===== src/hdl/chm_pkg.sv =====
// ---------------------------------------------------------------------------
// chm_pkg: shared types and constants for the coverage histogram mode unit
// Holds the result field widths and the control groups passed between
// the coverage summing stage, the histogram update stage and the top level.
// ---------------------------------------------------------------------------
package chm_pkg;

    // Fixed widths of the result fields
    localparam int unsigned MODE_BITS  = 10;
    localparam int unsigned SITES_BITS = 32;

    // Number of strand-specific base counts per site
    localparam int unsigned NUM_COUNTS = 8;

    // Control for one site moving from the summing stage to the update stage
    typedef struct packed {
        logic valid;
        logic last;
        logic clamp;
    } chm_site_ctrl_t;

    // Status from the update stage back to the top level
    typedef struct packed {
        logic clearing;
        logic result_valid;
    } chm_upd_status_t;

endpackage


===== src/hdl/chm_cov_sum.sv =====
// ---------------------------------------------------------------------------
// chm_cov_sum: coverage summing stage
// Registers the sum of the eight base counts of an accepted site and clamps
// it to the top histogram bin, flagging the clamp.
// ---------------------------------------------------------------------------
module chm_cov_sum
    import chm_pkg::*;
#(
    parameter int unsigned BIN_COUNT  = 1024,
    parameter int unsigned COUNT_BITS = 12
)
(
    input  logic                          clk,
    input  logic                          rst_n,
    input  logic                          accept,
    input  logic [COUNT_BITS-1:0]         counts [NUM_COUNTS],
    input  logic                          last_site,
    output chm_site_ctrl_t                ctrl,
    output logic [$clog2(BIN_COUNT)-1:0]  bin
);

    localparam int unsigned BIN_BITS = $clog2(BIN_COUNT);
    localparam int unsigned SUM_BITS = COUNT_BITS + 3;
    localparam int unsigned CMP_BITS = (SUM_BITS > BIN_BITS) ? SUM_BITS : BIN_BITS;
    localparam logic [CMP_BITS-1:0] TOP_BIN_EXT = CMP_BITS'(BIN_COUNT - 1);
    localparam logic [BIN_BITS-1:0] TOP_BIN     = BIN_BITS'(BIN_COUNT - 1);

    logic                valid_reg;
    logic                last_reg;
    logic [SUM_BITS-1:0] sum_reg;
    logic [SUM_BITS-1:0] sum_next;
    logic [CMP_BITS-1:0] sum_ext;
    logic                over;

    // Add the eight counts of the incoming request
    always_comb
    begin
        sum_next = '0;
        for (int i = 0; i < NUM_COUNTS; i++)
        begin
            sum_next = sum_next + SUM_BITS'(counts[i]);
        end
    end

    // Hold the valid flag of the stage
    always_ff @(posedge clk or negedge rst_n)
    begin
        if (!rst_n)
        begin
            valid_reg <= 1'b0;
        end
        else
        begin
            valid_reg <= accept;
        end
    end

    // Capture the payload of an accepted request
    always_ff @(posedge clk)
    begin
        if (accept)
        begin
            sum_reg  <= sum_next;
            last_reg <= last_site;
        end
    end

    // Clamp the coverage into the top bin
    assign sum_ext = CMP_BITS'(sum_reg);
    assign over    = (sum_ext > TOP_BIN_EXT);
    assign bin     = over ? TOP_BIN : sum_ext[BIN_BITS-1:0];

    assign ctrl.valid = valid_reg;
    assign ctrl.last  = last_reg;
    assign ctrl.clamp = over;

endmodule


===== config.mk =====
export PLATFORM = sky130hd
export DESIGN_NAME = chm_cov_sum
export DESIGN_NICKNAME = d
export VERILOG_FILES = /design/src/hdl/chm_pkg.sv /design/src/hdl/chm_cov_sum.sv
export SDC_FILE = /design/constraint.sdc
export NUM_CORES = 1
export LEC_CHECK = 0
export BUFFER_PORTS_ARGS = -buffer_cell sky130_fd_sc_hd__buf_2
export CORE_UTILIZATION = 35
export DETAILED_ROUTE_END_ITERATION = 16
export GPL_TIMING_DRIVEN = 0
export PLACE_DENSITY_LB_ADDON = 0.15
export SYNTH_ARGS = -nofsm -noshare
export SYNTH_HDL_FRONTEND = slang
export SYNTH_SLANG_ARGS = --single-unit

===== constraint.sdc =====
create_clock -name clk -period 2.3 [get_ports clk]
set_input_delay 0.46 -clock clk [delete_from_list [all_inputs] [get_ports clk]]
set_output_delay 0.46 -clock clk [all_outputs]
set_load 0.005 [all_outputs]

### Word level (Yosys, flattened, before mapping)

Index checks and enable logic that the tools add are counted.

| storage, ports and cells | value |
|---|---|
| bits in registers | 17 |
| input port bits | 100 |
| output and inout bits | 13 |
| word-level logic and storage cells | 12 |

| operators by class | value |
|---|---|
| add/sub/neg operators | 7 |
| order comparisons | 1 |
| muxes and demuxes | 1 |

Operators with widths:

| operator | count |
|---|---|
| $add 15x12->15 | 4 |
| $add 14x12->15 | 1 |
| $gt 15x10->1 const B | 1 |
| $add 13x12->14 | 1 |
| $add 12x12->13 | 1 |
| $mux 10 | 1 |

### Depth between registers and ports, before layout

Gate-level depths: netlist of run 1.

| logic depth | value |
|---|---|
| word-level depth | 7 |
| mapped depth | 15 |
| mapped depth without buffers | 15 |

### Worst setup path after synthesis of run 1

No wires, ideal clock.

| timing | value |
|---|---|
| kind | input to register |
| start | input counts[2] (netlist bit) |
| end | register sum_reg[10] (netlist: sum_ext[10]), data pin |
| setup time | 258 ps |
| arrival | 4,049 ps |
| data required time | 2,042 ps |
| slack | -2,007 ps |
| stages | 13 |
| buffers on the path | 0 |
| path through | fa_1 > inv_1 > fa_1 > fa_1 > fa_1 > inv_1 > ha_1 > fa_1 > a21o_1 > a221oi_2 > o21bai_1 > a21oi_1 > xnor2_1 |

| between the ends | value |
|---|---|
| cells in the longest elaborated chain, start to end | 1 |

Ends and longest elaborated chain:

| what | RTL line | RTL |
|---|---|---|
| from (decl) | chm_cov_sum.sv:16 | `input logic [COUNT_BITS-1:0] counts [NUM_COUNTS],` |
| $add 15x12->15 | chm_cov_sum.sv:41 | `sum_next = sum_next + SUM_BITS'(counts[i]);` |
| via sum_next[10] | chm_cov_sum.sv:31 | `logic [SUM_BITS-1:0] sum_next;` |
| to (signal assigned) | chm_cov_sum.sv:63 | `sum_reg <= sum_next;` |
| to (decl) | chm_cov_sum.sv:30 | `logic [SUM_BITS-1:0] sum_reg;` |

The timed path passes the listed nets, and every way through them passes these cells.
A chain may end at the register's enable or synchronous reset.

### Final worst setup path of run 1

| timing | value |
|---|---|
| start | input counts[38] (netlist bit) |
| end | register sum_reg[10] (netlist: sum_ext[10]), data pin |

| between the ends | value |
|---|---|
| cells in the longest elaborated chain, start to end | 4 |

Ends and longest elaborated chain:

| what | RTL line |
|---|---|
| $add 15x12->15 (4 in series) | chm_cov_sum.sv:41 |
| via sum_next[10] | chm_cov_sum.sv:31 |

The timed path passes the listed nets, and every way through them passes these cells.

==> results by stage, run 1 <==
Yosys:
- The warning count from the yosys run is 0.
- Counting every instance in the synthesized netlist gives 314.
- The net count of the mapped netlist is 500.
- The distinct cell type count of the synthesized netlist is 28.
- A synthesized cell averages 9.818 sq um.
- The register area share after synthesis is 16.40%.
- The synthesized netlist occupies a cell area of 3083 sq um.
- The flip-flop and latch count after synthesis is 17.

CTS:
- In this run the number of H-tree levels came out at 1.
- CTS placed an instance of sky130_fd_sc_hd__clkbuf_8 at the clock tree root.
- The clock slew seen by the registers of the worst setup and hold paths is 0.06 ns.
- Counting along the longest clock path gives a buffer depth of 2.
- The clock net in this run drives a total of 17 sinks.
- The number of buffers created by CTS is 3.
- TritonCTS built the clock tree.

Timing:
- The maximum operating frequency is 245.6 MHz.
- The share of the cycle needed by the critical path after routing is 177.1%.
- In this run the tightest slew margin relative to its limit is 75.71%.
- The worst setup slack after layout is -1.772 ns.
- Setup repair after global routing could not meet its margin everywhere.
- The number of pins with negative max-slew slack in the final report is 0.
- At the pin with the least slew margin, the transition time is 0.3644 ns.
- The routed design could run at a clock period as short as 4.072 ns.
- The total negative slack is -17.95 ns.
- Setup violations remaining at the end of the flow were counted as 14.
- The number of hold-slack violations in the final timing report is 0.

Power and ir drop:
- The internal power component is 3.252 mW.
- In this run the power spent charging and discharging nets is 2.429 mW.
- The share of total power dissipated in sequential elements is 13.3%.
- The worst voltage drop across the vdd grid is 603.5 uV.
- The proportion of power drawn by the clock network is 3.8%.
- The switching power share of the total is 42.76%.
- Combinational logic is responsible for 83.0% of the overall power.
- For this design the ratio of total power to cell area is 1362 nW/um^2.
- After layout, the design draws a total of 5.680 mW.
- Summed over all cells, the static leakage comes to 2.248 nW.

Min path:
- The path class of the lowest-slack min-delay path is input port to flop.
- For hold timing, the worst endpoint is last_reg.
- The worst hold path cell count is 1.
- The start point of the worst min-delay path is last_site.

Cells and area:
- The flip-flop count of the largest register after layout is 15.
- Relative to the synthesized area, the layout overhead comes to 35.27%.
- The final standard cell count with taps included and fillers excluded is 546.
- The share of layout cells above drive strength 1 is 42.40%.
- The number of antenna diodes is 0.
- The total number of nets in the final design is 628.
- Leaving out fill and tap cells, the most frequent cell in the layout is sky130_fd_sc_hd__inv_1.
- The fill cell instance count of the final layout is 841.
- The top cell types in the final layout, fill and taps aside, are sky130_fd_sc_hd__inv_1 (122), sky130_fd_sc_hd__buf_2 (101), sky130_fd_sc_hd__fa_1 (63).

Global routing:
- For this run, the total global-route usage over all layers was measured as 12.20%.
- The global-route congestion overflow total is 0.
- The via count of the first global-routing pass is 2319.
- The number of antenna violations at the first check in global routing is 0.
- The first-pass GRT wire length is 8.956 mm.
- The maximum number of pins on one net before global-route repair is 18.

Setup path:
- Traced cell by cell, the critical path runs through buf_6, fa_1, inv_2, fa_1, fa_1, fa_1, inv_2, ha_4, fa_2, a21o_1, a221oi_4, o21bai_1, a21oi_1, xnor2_1.
- The signal arrival time at the worst endpoint is 4.07 ns.
- The maximum cell stage delay along the critical path is 0.54 ns.
- The worst setup path is launched from an input port.
- The cell with the largest stage delay on the worst path is sky130_fd_sc_hd__fa_1.
- Of all nets on the critical path, the largest fanout is 3.
- The cell that appears most often on the critical path is sky130_fd_sc_hd__fa_1.
- The critical setup path kind is input port to flop.
- The critical path required time is 2.30 ns.
- The number of buffer and inverter instances along the worst setup path is 3.
- The dominant delay contributor by cell family on the critical path is adder cells.
- STA classifies the critical path endpoint as a flop.

Floorplanning:
- The die height is 95.86 um.
- The placeable core region is 8382 sq um.
- In this run the count of I/O pins placed on the die edge is 113.
- The number of cell rows is 33.
- The die width is 95.86 um.
- The initial utilization of the core area, before any placement, comes to 36.78%.
- The die covers 9188 sq um.

Detailed routing:
- The first-pass iteration count of the detailed router is 3.
- The initial detailed-routing violation count is 12.
- Once detail routing completed, the nets flagged for antenna violations numbered 0.
- For this block, the via count after detailed routing is 2238.
- After detailed routing, the average wire length per cell comes to 9.260 um.
- Dividing the detail-routed via count by the number of cells gives 4.099.
- In the routed design, unresolved DRC markers number 0.
- The routed wire length is 5.056 mm.

Place:
- Summed over all nets, the half-perimeter wirelength after detailed placement is 4.601 mm.
- The number of placed cells counting well taps is 531.
- The setup slack at placement is -2.192 ns.
- The global placement routability congestion is 0.7175.
- The number of port buffers is 112.

Run status:
- The final reports fail on negative setup slack.
- The flow ran to the end, but the final reports show violations.

Flow run:
- The tool flagged a number of max-cap violations equal to 0.
-- kinds of logic after synthesis --
| kind of cell | count (synthesis) | synth area share, % |
|---|---|---|
| buf+inv | 155 | 19.24 |
| fa+ha+maj | 86 | 52.19 |
| xor+xnor | 10 | 2.841 |
| flops | 17 | 16.40 |
| simple gates | 22 | 4.018 |
| compound gates | 24 | 5.316 |
-- final cells by class --
cell class	instances	area (sq um)	area share, %
clock buffer	3	41.29	0.9901
multi-input combinational	142	2153	51.64
buffer	4	26.28	0.6301
sequential	17	505.5	12.12
inverter	150	585.6	14.04
clock inverter	1	5.005	0.1200
tap	105	131.4	3.150
timing repair buffer	124	721.9	17.31
-- synthesized netlist by cell type --
master / count / share of area (%)
sky130_fd_sc_hd__inv_1: 150 / 18
sky130_fd_sc_hd__fa_1: 71 / 46
sky130_fd_sc_hd__edfxtp_1: 16 / 16
sky130_fd_sc_hd__ha_1: 15 / 6.1
sky130_fd_sc_hd__or3_1: 10 / 2.0
sky130_fd_sc_hd__a21oi_1: 8 / 1.3
sky130_fd_sc_hd__xnor2_1: 6 / 1.7
sky130_fd_sc_hd__a21o_1: 4 / 0.97
sky130_fd_sc_hd__xor2_1: 4 / 1.1
sky130_fd_sc_hd__buf_4: 3 / 0.73
sky130_fd_sc_hd__nand2_1: 3 / 0.37
sky130_fd_sc_hd__nor2_1: 3 / 0.37
sky130_fd_sc_hd__clkbuf_1: 2 / 0.24
sky130_fd_sc_hd__nand3_1: 2 / 0.32
sky130_fd_sc_hd__o21a_1: 2 / 0.49
sky130_fd_sc_hd__o21ai_1: 2 / 0.32
sky130_fd_sc_hd__o21bai_1: 2 / 0.49
sky130_fd_sc_hd__a211oi_1: 1 / 0.24
sky130_fd_sc_hd__a221oi_2: 1 / 0.49
sky130_fd_sc_hd__a31oi_1: 1 / 0.20
sky130_fd_sc_hd__and3_1: 1 / 0.20
sky130_fd_sc_hd__and4_1: 1 / 0.28
sky130_fd_sc_hd__dfrtp_1: 1 / 0.81
sky130_fd_sc_hd__nand4_1: 1 / 0.20
sky130_fd_sc_hd__o21ai_0: 1 / 0.16
sky130_fd_sc_hd__o31ai_1: 1 / 0.24
sky130_fd_sc_hd__o31ai_2: 1 / 0.41
sky130_fd_sc_hd__or4_1: 1 / 0.24
-- per-stage QoR --
| stage | hold slack (ns) | util [%] | cell area [sq um] |
|---|---|---|---|
| after floorplan | 0.1644 | - | 3167 |
| after global placement | 0.2353 | 46.04 | 3859 |
| after detailed placement | 0.2381 | 46.04 | 3859 |
| after CTS | 0.3929 | 48.38 | 4055 |
| after global routing | 0.3912 | 49.75 | 4170 |
| final | 0.3992 | 49.75 | 4170 |
-- layer usage --
metal  up-vias  part of all wire, %  track usage, %  wire length [um]
li1       1121                    -               -                 -
met1      1042                   41           14.58              2097
met2        71                   51           23.69              2601
met3         4                  6.5           1.659               327
met4         0                 0.61           1.493                31
met5         -                    0               0                 0
-- worst max path at each step --
stage                    start     endpoint  slack, ns  depth (start not counted)
floorplan           counts[38]  sum_ext[10]      -1.88                         13
global placement    counts[38]  sum_ext[10]      -2.19                         14
CTS                 counts[62]  sum_ext[10]      -1.82                         14
finish              counts[38]  sum_ext[10]      -1.77                         14
detailed placement  counts[38]  sum_ext[10]      -2.19                         14
global route        counts[38]  sum_ext[10]      -1.89                         14
-- what timing repair did --
item                       4_1_cts  5_1_grt
setup buffers                    6        7
hold endpoints to repair         1        0
resized for setup               25       29
setup endpoints to repair       18       24
hold buffers                     1        0
pin swaps                       43       30
-- power groups by stage --
stage / combinational, mW / sequential, mW / clock, mW
after floorplan: 2.97 / 0.747 / 0
after global placement: 3.67 / 0.756 / 0
after detailed placement: 3.74 / 0.762 / 0
after CTS: 4.38 / 0.755 / 0.226
after global routing: 5.34 / 0.771 / 0.242
final: 4.71 / 0.755 / 0.213
Note: power is estimated with default switching activity, not from simulation.
==> inputs of run 2 (changes only) <==
--- a/config.mk
+++ b/config.mk
@@ -5,11 +5,14 @@
 export SDC_FILE = /design/constraint.sdc
 export NUM_CORES = 1
 export LEC_CHECK = 0
+export ABC_AREA = 0
 export BUFFER_PORTS_ARGS = -buffer_cell sky130_fd_sc_hd__buf_2
+export CORE_MARGIN = 2
 export CORE_UTILIZATION = 35
 export DETAILED_ROUTE_END_ITERATION = 16
 export GPL_TIMING_DRIVEN = 0
 export PLACE_DENSITY_LB_ADDON = 0.15
+export REMOVE_ABC_BUFFERS = 1
 export SYNTH_ARGS = -nofsm -noshare
 export SYNTH_HDL_FRONTEND = slang
 export SYNTH_SLANG_ARGS = --single-unit
==> run 2 against run 1 <==
The run still ends with negative setup slack left. Combinational power down 2%. Hold slack worse by 0.0050 ns. Power down 0.94%. Sequential cell count unchanged. Sequential power up 2.8%. Core utilization down 2.4 points. Cell area down 2.0%. Critical path type unchanged. Routed wire length down 1.9%.
==> results by stage, run 2 (synthesis results as in run 1) <==
Timing:
- For the finished layout, the period the worst path requires is 4.061 ns.
- The number of hold-slack violations in the final timing report is 0.
- After layout, the worst setup slack is -1.761 ns.
- The maximum operating frequency is 246.3 MHz.
- Setup repair after global routing could not meet its margin everywhere.
- The share of the cycle needed by the critical path after routing is 176.6%.
- The total negative slack is -17.96 ns.
- The number of pins with negative max-slew slack in the final report is 0.
- The relative max-transition margin is 75.00%.
- The total of endpoints with negative setup slack in the final report is 14.
- The slew at the pin closest to its max-slew limit is 0.3750 ns.

CTS:
- The clock passes through at most 2 buffers.
- The clock slew seen by the registers of the worst setup and hold paths is 0.07 ns.
- The number of buffers created by CTS is 3.
- TritonCTS built the clock tree.
- The tree built by TritonCTS fans out to 17 sinks.
- The tree is rooted in a sky130_fd_sc_hd__clkbuf_8.
- In this run the number of H-tree levels came out at 1.

Setup path:
- The launch point of the worst path is counts[62].
- The worst setup path is launched from an input port.
- Data on the critical path is required at its endpoint by 2.31 ns.
- For the worst setup path, the data arrival time is 4.07 ns.
- The critical path capture point type is a flop.
- The worst setup path is of the input port to flop kind.
- The maximum fanout along the worst path is 3.

Detailed routing:
- After detailed routing, the number of remaining DRC violations is 0.
- For this block, the initial DRC count from the detailed router was 21.
- The first-pass iteration count of the detailed router is 4.
- For this block, the via count after detailed routing is 2241.
- The count of nets left with antenna violations once routing finished came out at 0.
- Wires add up to 4.961 mm.
- In the routed layout, each cell is associated on average with a via count of 4.135.
- The routed length per instance is 9.153 um.

Global routing:
- The aggregate global-route resource usage is 10.45%.
- The first-pass GRT wire length is 8.673 mm.
- The maximum number of pins on one net before global-route repair is 18.
- The global-route congestion overflow total is 0.
- The number of antenna violations at the first check in global routing is 0.
- The via count of the first global-routing pass came to 2238.

Cells and area:
- Leaving out fill and tap cells, the most frequent cells in the layout are sky130_fd_sc_hd__inv_1 (131), sky130_fd_sc_hd__buf_2 (106), sky130_fd_sc_hd__fa_1 (65).
- The post-layout instance area is 4085 sq um.
- The number of antenna diodes is 0.
- The total area of multi-input combinational cells is 2161 sq um.
- The combined flip-flop and latch cell area is 505.5 sq um.
- The most common library cell in the layout ignoring fill and taps is sky130_fd_sc_hd__inv_1.
- In the final design database the tool counted 621 nets.
- The utilization after layout is 47.31%.
- The post-route netlist has 39.17% of its cells at a drive strength greater than 1.
- Once layout is complete, the cells apart from fillers number 542.
- The register with the most flip-flops in the layout has 15 of them.
- The filler cells instantiated in the layout total 886.
- From synthesis to final layout, the design area changed by 32.51%.

Place:
- In this run, placement finished with an instance count of 529.
- The global placement routability congestion is 0.7382.
- After detailed placement, the total cell area comes to 3749 sq um.
- The wire-length estimate of the detail-placed layout is 4.498 mm.
- During placement, the flow inserted port buffers numbering 112.

Floorplanning:
- In this run the horizontal extent of the chip is 97.86 um.
- The placeable core region is 8636 sq um.
- Measured along the y axis, the die boundary spans 97.86 um.
- For this design the top-level I/O count stands at 113.
- In this run the core area contains 34 standard-cell rows.
- The starting utilization of the core area is 35.70%.
- The floorplan step defined a die boundary enclosing 9576 sq um.

Power and ir drop:
- The proportion of power drawn by the clock network is 4.0%.
- The switching power share of the total is 43.56%.
- For this design the static power due to leakage is 2.216 nW.
- Power spread over the standard cell area amounts to 1377 nW/um^2.
- Sequential cells burn 13.8% of the power.
- Summed over all nets, the switching power comes to 2.451 mW.
- The internal power component is 3.176 mW.
- The portion of total power attributed to combinational logic is 82.2%.
- The worst voltage drop across the vdd grid is 593.1 uV.

Min path:
- The worst hold path cell count is 1.
- The path class of the lowest-slack min-delay path is input port to flop.
- The worst hold path begins at last_site.

Run status:
- The run finished, with violations left.
- The final reports fail on negative setup slack.

Flow run:
- The tool flagged a number of max-cap violations equal to 0.
-- run 2: cell types whose count changed in the layout (fill, tap and decap cells not counted), moves of 2 or more --
cell	delta
sky130_fd_sc_hd__inv_2	-6
sky130_fd_sc_hd__buf_4	-7
sky130_fd_sc_hd__fa_1	+2
sky130_fd_sc_hd__inv_1	+9
sky130_fd_sc_hd__buf_2	+5
sky130_fd_sc_hd__fa_2	-2
sky130_fd_sc_hd__inv_8	-3
sky130_fd_sc_hd__buf_6	-4
-- run 2: repair_timing --
item                                   CTS  global route
resized for setup                       28            28
hold buffers                             1             0
setup buffers                            5             4
pin swaps                               32            43
endpoints found under the hold margin    1             0
setup endpoints to repair               14            24
cloned                                   0             0
-- run 2: routing by layer --
layer  track usage (%)  share of wire (%)  vias up
met5                 0                  0        -
met3             1.933                6.8        2
met4            0.9615               0.16        0
li1                  -                  -     1111
met1             13.52                 41     1063
met2             18.97                 52       65
-- run 2: path summary, 6_finish.rpt --
path / slack (ns) / to
setup / recovery: -1.76 / sum_ext[10]
hold / removal: 0.39 / last_reg
max in group asynchronous: 1.71 / valid_reg
min in group asynchronous: 0.51 / valid_reg
-- run 2: worst max-delay path: stages --
cell	delay [ns]
sky130_fd_sc_hd__buf_6	0.09
sky130_fd_sc_hd__fa_1	0.52
sky130_fd_sc_hd__inv_1	0.05
sky130_fd_sc_hd__fa_1	0.55
sky130_fd_sc_hd__fa_1	0.43
sky130_fd_sc_hd__fa_1	0.51
sky130_fd_sc_hd__inv_2	0.05
sky130_fd_sc_hd__ha_4	0.15
sky130_fd_sc_hd__fa_2	0.36
sky130_fd_sc_hd__a21o_1	0.21
sky130_fd_sc_hd__a221oi_4	0.31
sky130_fd_sc_hd__o21bai_1	0.14
sky130_fd_sc_hd__a21oi_2	0.15
sky130_fd_sc_hd__xnor2_1	0.09
-- run 2: cell type report --
type / count / share of cell area (%)
Clock buffer: 3 / 1.011
Inverter: 150 / 13.78
Clock inverter: 1 / 0.1838
Multi-Input combinational cell: 142 / 52.89
Timing Repair Buffer: 121 / 16.45
Tap cell: 108 / 3.308
Sequential cell: 17 / 12.37
-- run 2: metrics by stage --
stage / total power, mW / setup slack (ns) / hold slack, ns
2_1_floorplan: 3.477 / -2.007 / 0.1644
3_3_place_gp: 4.169 / -2.353 / 0.2354
3_5_place_dp: 4.205 / -2.356 / 0.2349
4_1_cts: 5.060 / -1.861 / 0.3850
5_1_grt: 6.312 / -1.876 / 0.3865
6_report: 5.627 / -1.761 / 0.3942
-- run 2: power groups by stage --
stage	clock network, mW	registers, mW	logic [mW]
after detailed placement	0	0.781	3.42
final	0.227	0.776	4.62
after floorplan	0	0.759	2.72
after global placement	0	0.775	3.39
after global routing	0.251	0.790	5.27
after CTS	0.238	0.776	4.05
==> inputs of run 3 (changes only) <==
--- a/config.mk
+++ b/config.mk
@@ -8,7 +8,7 @@
 export ABC_AREA = 0
 export BUFFER_PORTS_ARGS = -buffer_cell sky130_fd_sc_hd__buf_2
 export CORE_MARGIN = 2
-export CORE_UTILIZATION = 35
+export CORE_UTILIZATION = 50
 export DETAILED_ROUTE_END_ITERATION = 16
 export GPL_TIMING_DRIVEN = 0
 export PLACE_DENSITY_LB_ADDON = 0.15
==> run 3 against run 2 <==
The run still ends with negative setup slack left. Sequential cell count unchanged. First-iteration DRC count up 67%. Critical path depth unchanged. Non-clock buffer count fell by 2. Core utilization grew 20 points. Cell count down 6.5%. Sequential share of layout area grew 0.28 points. Power shrank 3.3%. Die area is 29% lower. Cell area is 2.2% lower. Combinational power fell by 4%. Maximum frequency decreased by 1.4%. Critical path type unchanged. Critical endpoint unchanged. Largest power group unchanged.
==> results by stage, run 3 (synthesis results as in run 1) <==
CTS:
- Counting the buffers created by CTS gives 3.
- In this run the deepest clock path goes through 2 buffers.
- The clock slew seen by the registers of the worst setup and hold paths is 0.06 ns.
- In this run the number of H-tree levels came out at 1.
- TritonCTS built the clock tree.
- The number of clock sinks is 17.
- The root buffer cell is sky130_fd_sc_hd__clkbuf_8.

Detailed routing:
- Wire segments on met2 add up to 2.799 mm in the final route.
- In this run the top signal layer used is met4.
- The met3 wire length is 292 um.
- In the routed design, unresolved DRC markers number 0.
- The first TritonRoute pass finished after 4 iterations.
- The vias per cell is 4.450.
- The routed wire length is 5.167 mm.
- In the final routed layout, each cell accounts on average for 10.19 um.
- The met1 wire length is 2.062 mm.
- The post-detailed-route count of antenna-violating nets is 0.
- The initial detailed-routing violation count is 35.
- The detailed router placed 2256 vias in this run.

Place:
- The number of placed instances, taps included, is 496.
- The post-detailed-placement cell area is 3707 sq um.
- After legalization and detailed placement, the total HPWL measured 4.594 mm.
- The number of port buffers is 112.
- At the end of routability-driven placement, the weighted congestion stood at 0.7772.

Cells and area:
- The post-layout instance area is 3994 sq um.
- The area overhead of the layout relative to synthesis is 29.55%.
- In the layout the commonest cells are sky130_fd_sc_hd__inv_1 (128), sky130_fd_sc_hd__buf_2 (106), sky130_fd_sc_hd__fa_1 (65).
- The total number of nets in the final design is 619.
- The share of layout cells above drive strength 1 is 38.89%.
- The multi-input combinational cells in the finished layout cover a total of 2130 sq um.
- The filler cells instantiated in the layout total 502.
- Registers take 505.5 sq um.
- The flip-flop count of the largest register after layout is 15.
- The final standard cell count with taps included and fillers excluded is 507.
- The number of antenna diodes is 0.
- The library cell used most frequently in the layout, excluding fill and tap cells, is sky130_fd_sc_hd__inv_1.

Timing:
- The slew at the pin closest to its max-slew limit is 0.3753 ns.
- The final critical path takes up 179.0% of the cycle.
- The worst setup slack after layout is -1.817 ns.
- The total of endpoints with negative setup slack in the final report is 14.
- Static timing analysis puts the maximum clock frequency at 242.9 MHz.
- The smallest clock period supported by the final layout is computed as 4.117 ns.
- The number of hold-slack violations in the final timing report is 0.
- The number of pins with negative max-slew slack in the final report is 0.
- The total negative slack is -18.52 ns.
- Setup repair after global routing could not meet its margin everywhere.
- The relative max-transition margin is 74.98%.

Global routing:
- The maximum number of pins on one net before global-route repair is 18.
- The first-pass GRT wire length is 8.211 mm.
- The aggregate global-route resource usage is 15.36%.
- The via count of the first global-routing pass is 2093.
- The global-route congestion overflow total is 0.
- The number of antenna violations at the first check in global routing is 0.

Floorplanning:
- In this run the count of I/O pins placed on the die edge is 113.
- The starting utilization of the core area is 51.76%.
- In this run the standard cell core region covers 5956 sq um.
- The die covers 6810 sq um.
- The die is 82.53 um tall.
- The die width is 82.53 um.
- The initialized floorplan defines 28 standard-cell rows.

Setup path:
- STA classifies the critical path endpoint as a flop.
- The cell with the largest stage delay on the worst path is sky130_fd_sc_hd__fa_1.
- The critical path starts at counts[62].
- Among the stages of the critical path, the cell type that occurs most often is sky130_fd_sc_hd__fa_1.
- The startpoint type of the worst setup path is an input port.
- In this design, the stage delay of the slowest critical-path cell is 0.55 ns.
- Data arrives at the worst endpoint at 4.12 ns.
- In this run the worst path has a maximum fanout of 3.
- Walking the worst path, the cells encountered are buf_6, fa_1, inv_2, fa_1, fa_1, fa_1, inv_2, ha_4, fa_2, a21o_1, a221oi_4, o21bai_1, a21oi_1, xnor2_1.
- The worst setup path is of the input port to flop kind.
- The critical path required time is 2.30 ns.

Run status:
- The final reports fail on negative setup slack.
- The run finished, with violations left.

Min path:
- The path with the worst hold slack has its endpoint at last_reg.
- Along the worst hold path, the cell count comes to 1.
- The path class of the lowest-slack min-delay path is input port to flop.
- In this run the most critical hold path is launched from last_site.

Power and ir drop:
- The power per cell area is 1362 nW/um^2.
- IR analysis of the VDD net gives a maximum drop of 787.3 uV.
- Summed over all cells, the static leakage comes to 2.205 nW.
- The total power is 5.439 mW.

Flow run:
- The tool flagged a number of max-cap violations equal to 0.
-- run 3: repair_timing --
action | 4_1_cts | 5_1_grt
hold endpoints to repair | 1 | 0
setup endpoints to repair | 14 | 15
gates resized for setup | 30 | 25
buffers inserted | 3 | 4
hold buffers | 1 | 0
pin swaps | 34 | 21
-- run 3: metal layers --
layer / global-route usage [%] / vias to the layer above
met5: 0 / -
met4: 2.951 / 0
met3: 1.630 / 2
met2: 28.47 / 66
met1: 19.52 / 1085
li1: - / 1103
-- run 3: cell type report --
cell class,instances,area share [%]
Multi-Input combinational cell,142,53.32
Clock buffer,4,1.128
Inverter,150,14.10
Sequential cell,17,12.66
Timing Repair Buffer,119,16.45
Tap cell,75,2.350
-- run 3: worst max path at each step --
stage	slack, ns	cells past startpoint	end
3_3_place_gp	-2.33	14	sum_ext[10]
6_report	-1.82	14	sum_ext[10]
2_1_floorplan	-2.01	13	sum_ext[10]
4_1_cts	-1.87	14	sum_ext[10]
3_5_place_dp	-2.37	14	sum_ext[10]
5_1_grt	-1.95	14	sum_ext[10]
-- run 3: per-stage QoR --
stage	hold slack [ns]	util [%]	setup WS [ns]
6_report	0.3835	67.06	-1.817
3_3_place_gp	0.2344	62.25	-2.331
5_1_grt	0.3719	67.06	-1.953
4_1_cts	0.3784	65.40	-1.869
2_1_floorplan	0.1644	-	-2.007
3_5_place_dp	0.2365	62.25	-2.369
-- run 3: where the power goes --
part / internal, mW / switching, mW
registers: 0.724 / 0.0509
clock network: 0.123 / 0.0937
logic: 2.18 / 2.27
total: 3.03 / 2.41
-- run 3: worst max-delay path, delay by kind of cell --
kind / cells / cell delay [ns]
AO/OA/AOI/OAI: 4 / 0.83
XOR/XNOR: 1 / 0.09
adder cells (fa/ha/maj): 6 / 2.56
buffers and inverters: 3 / 0.18
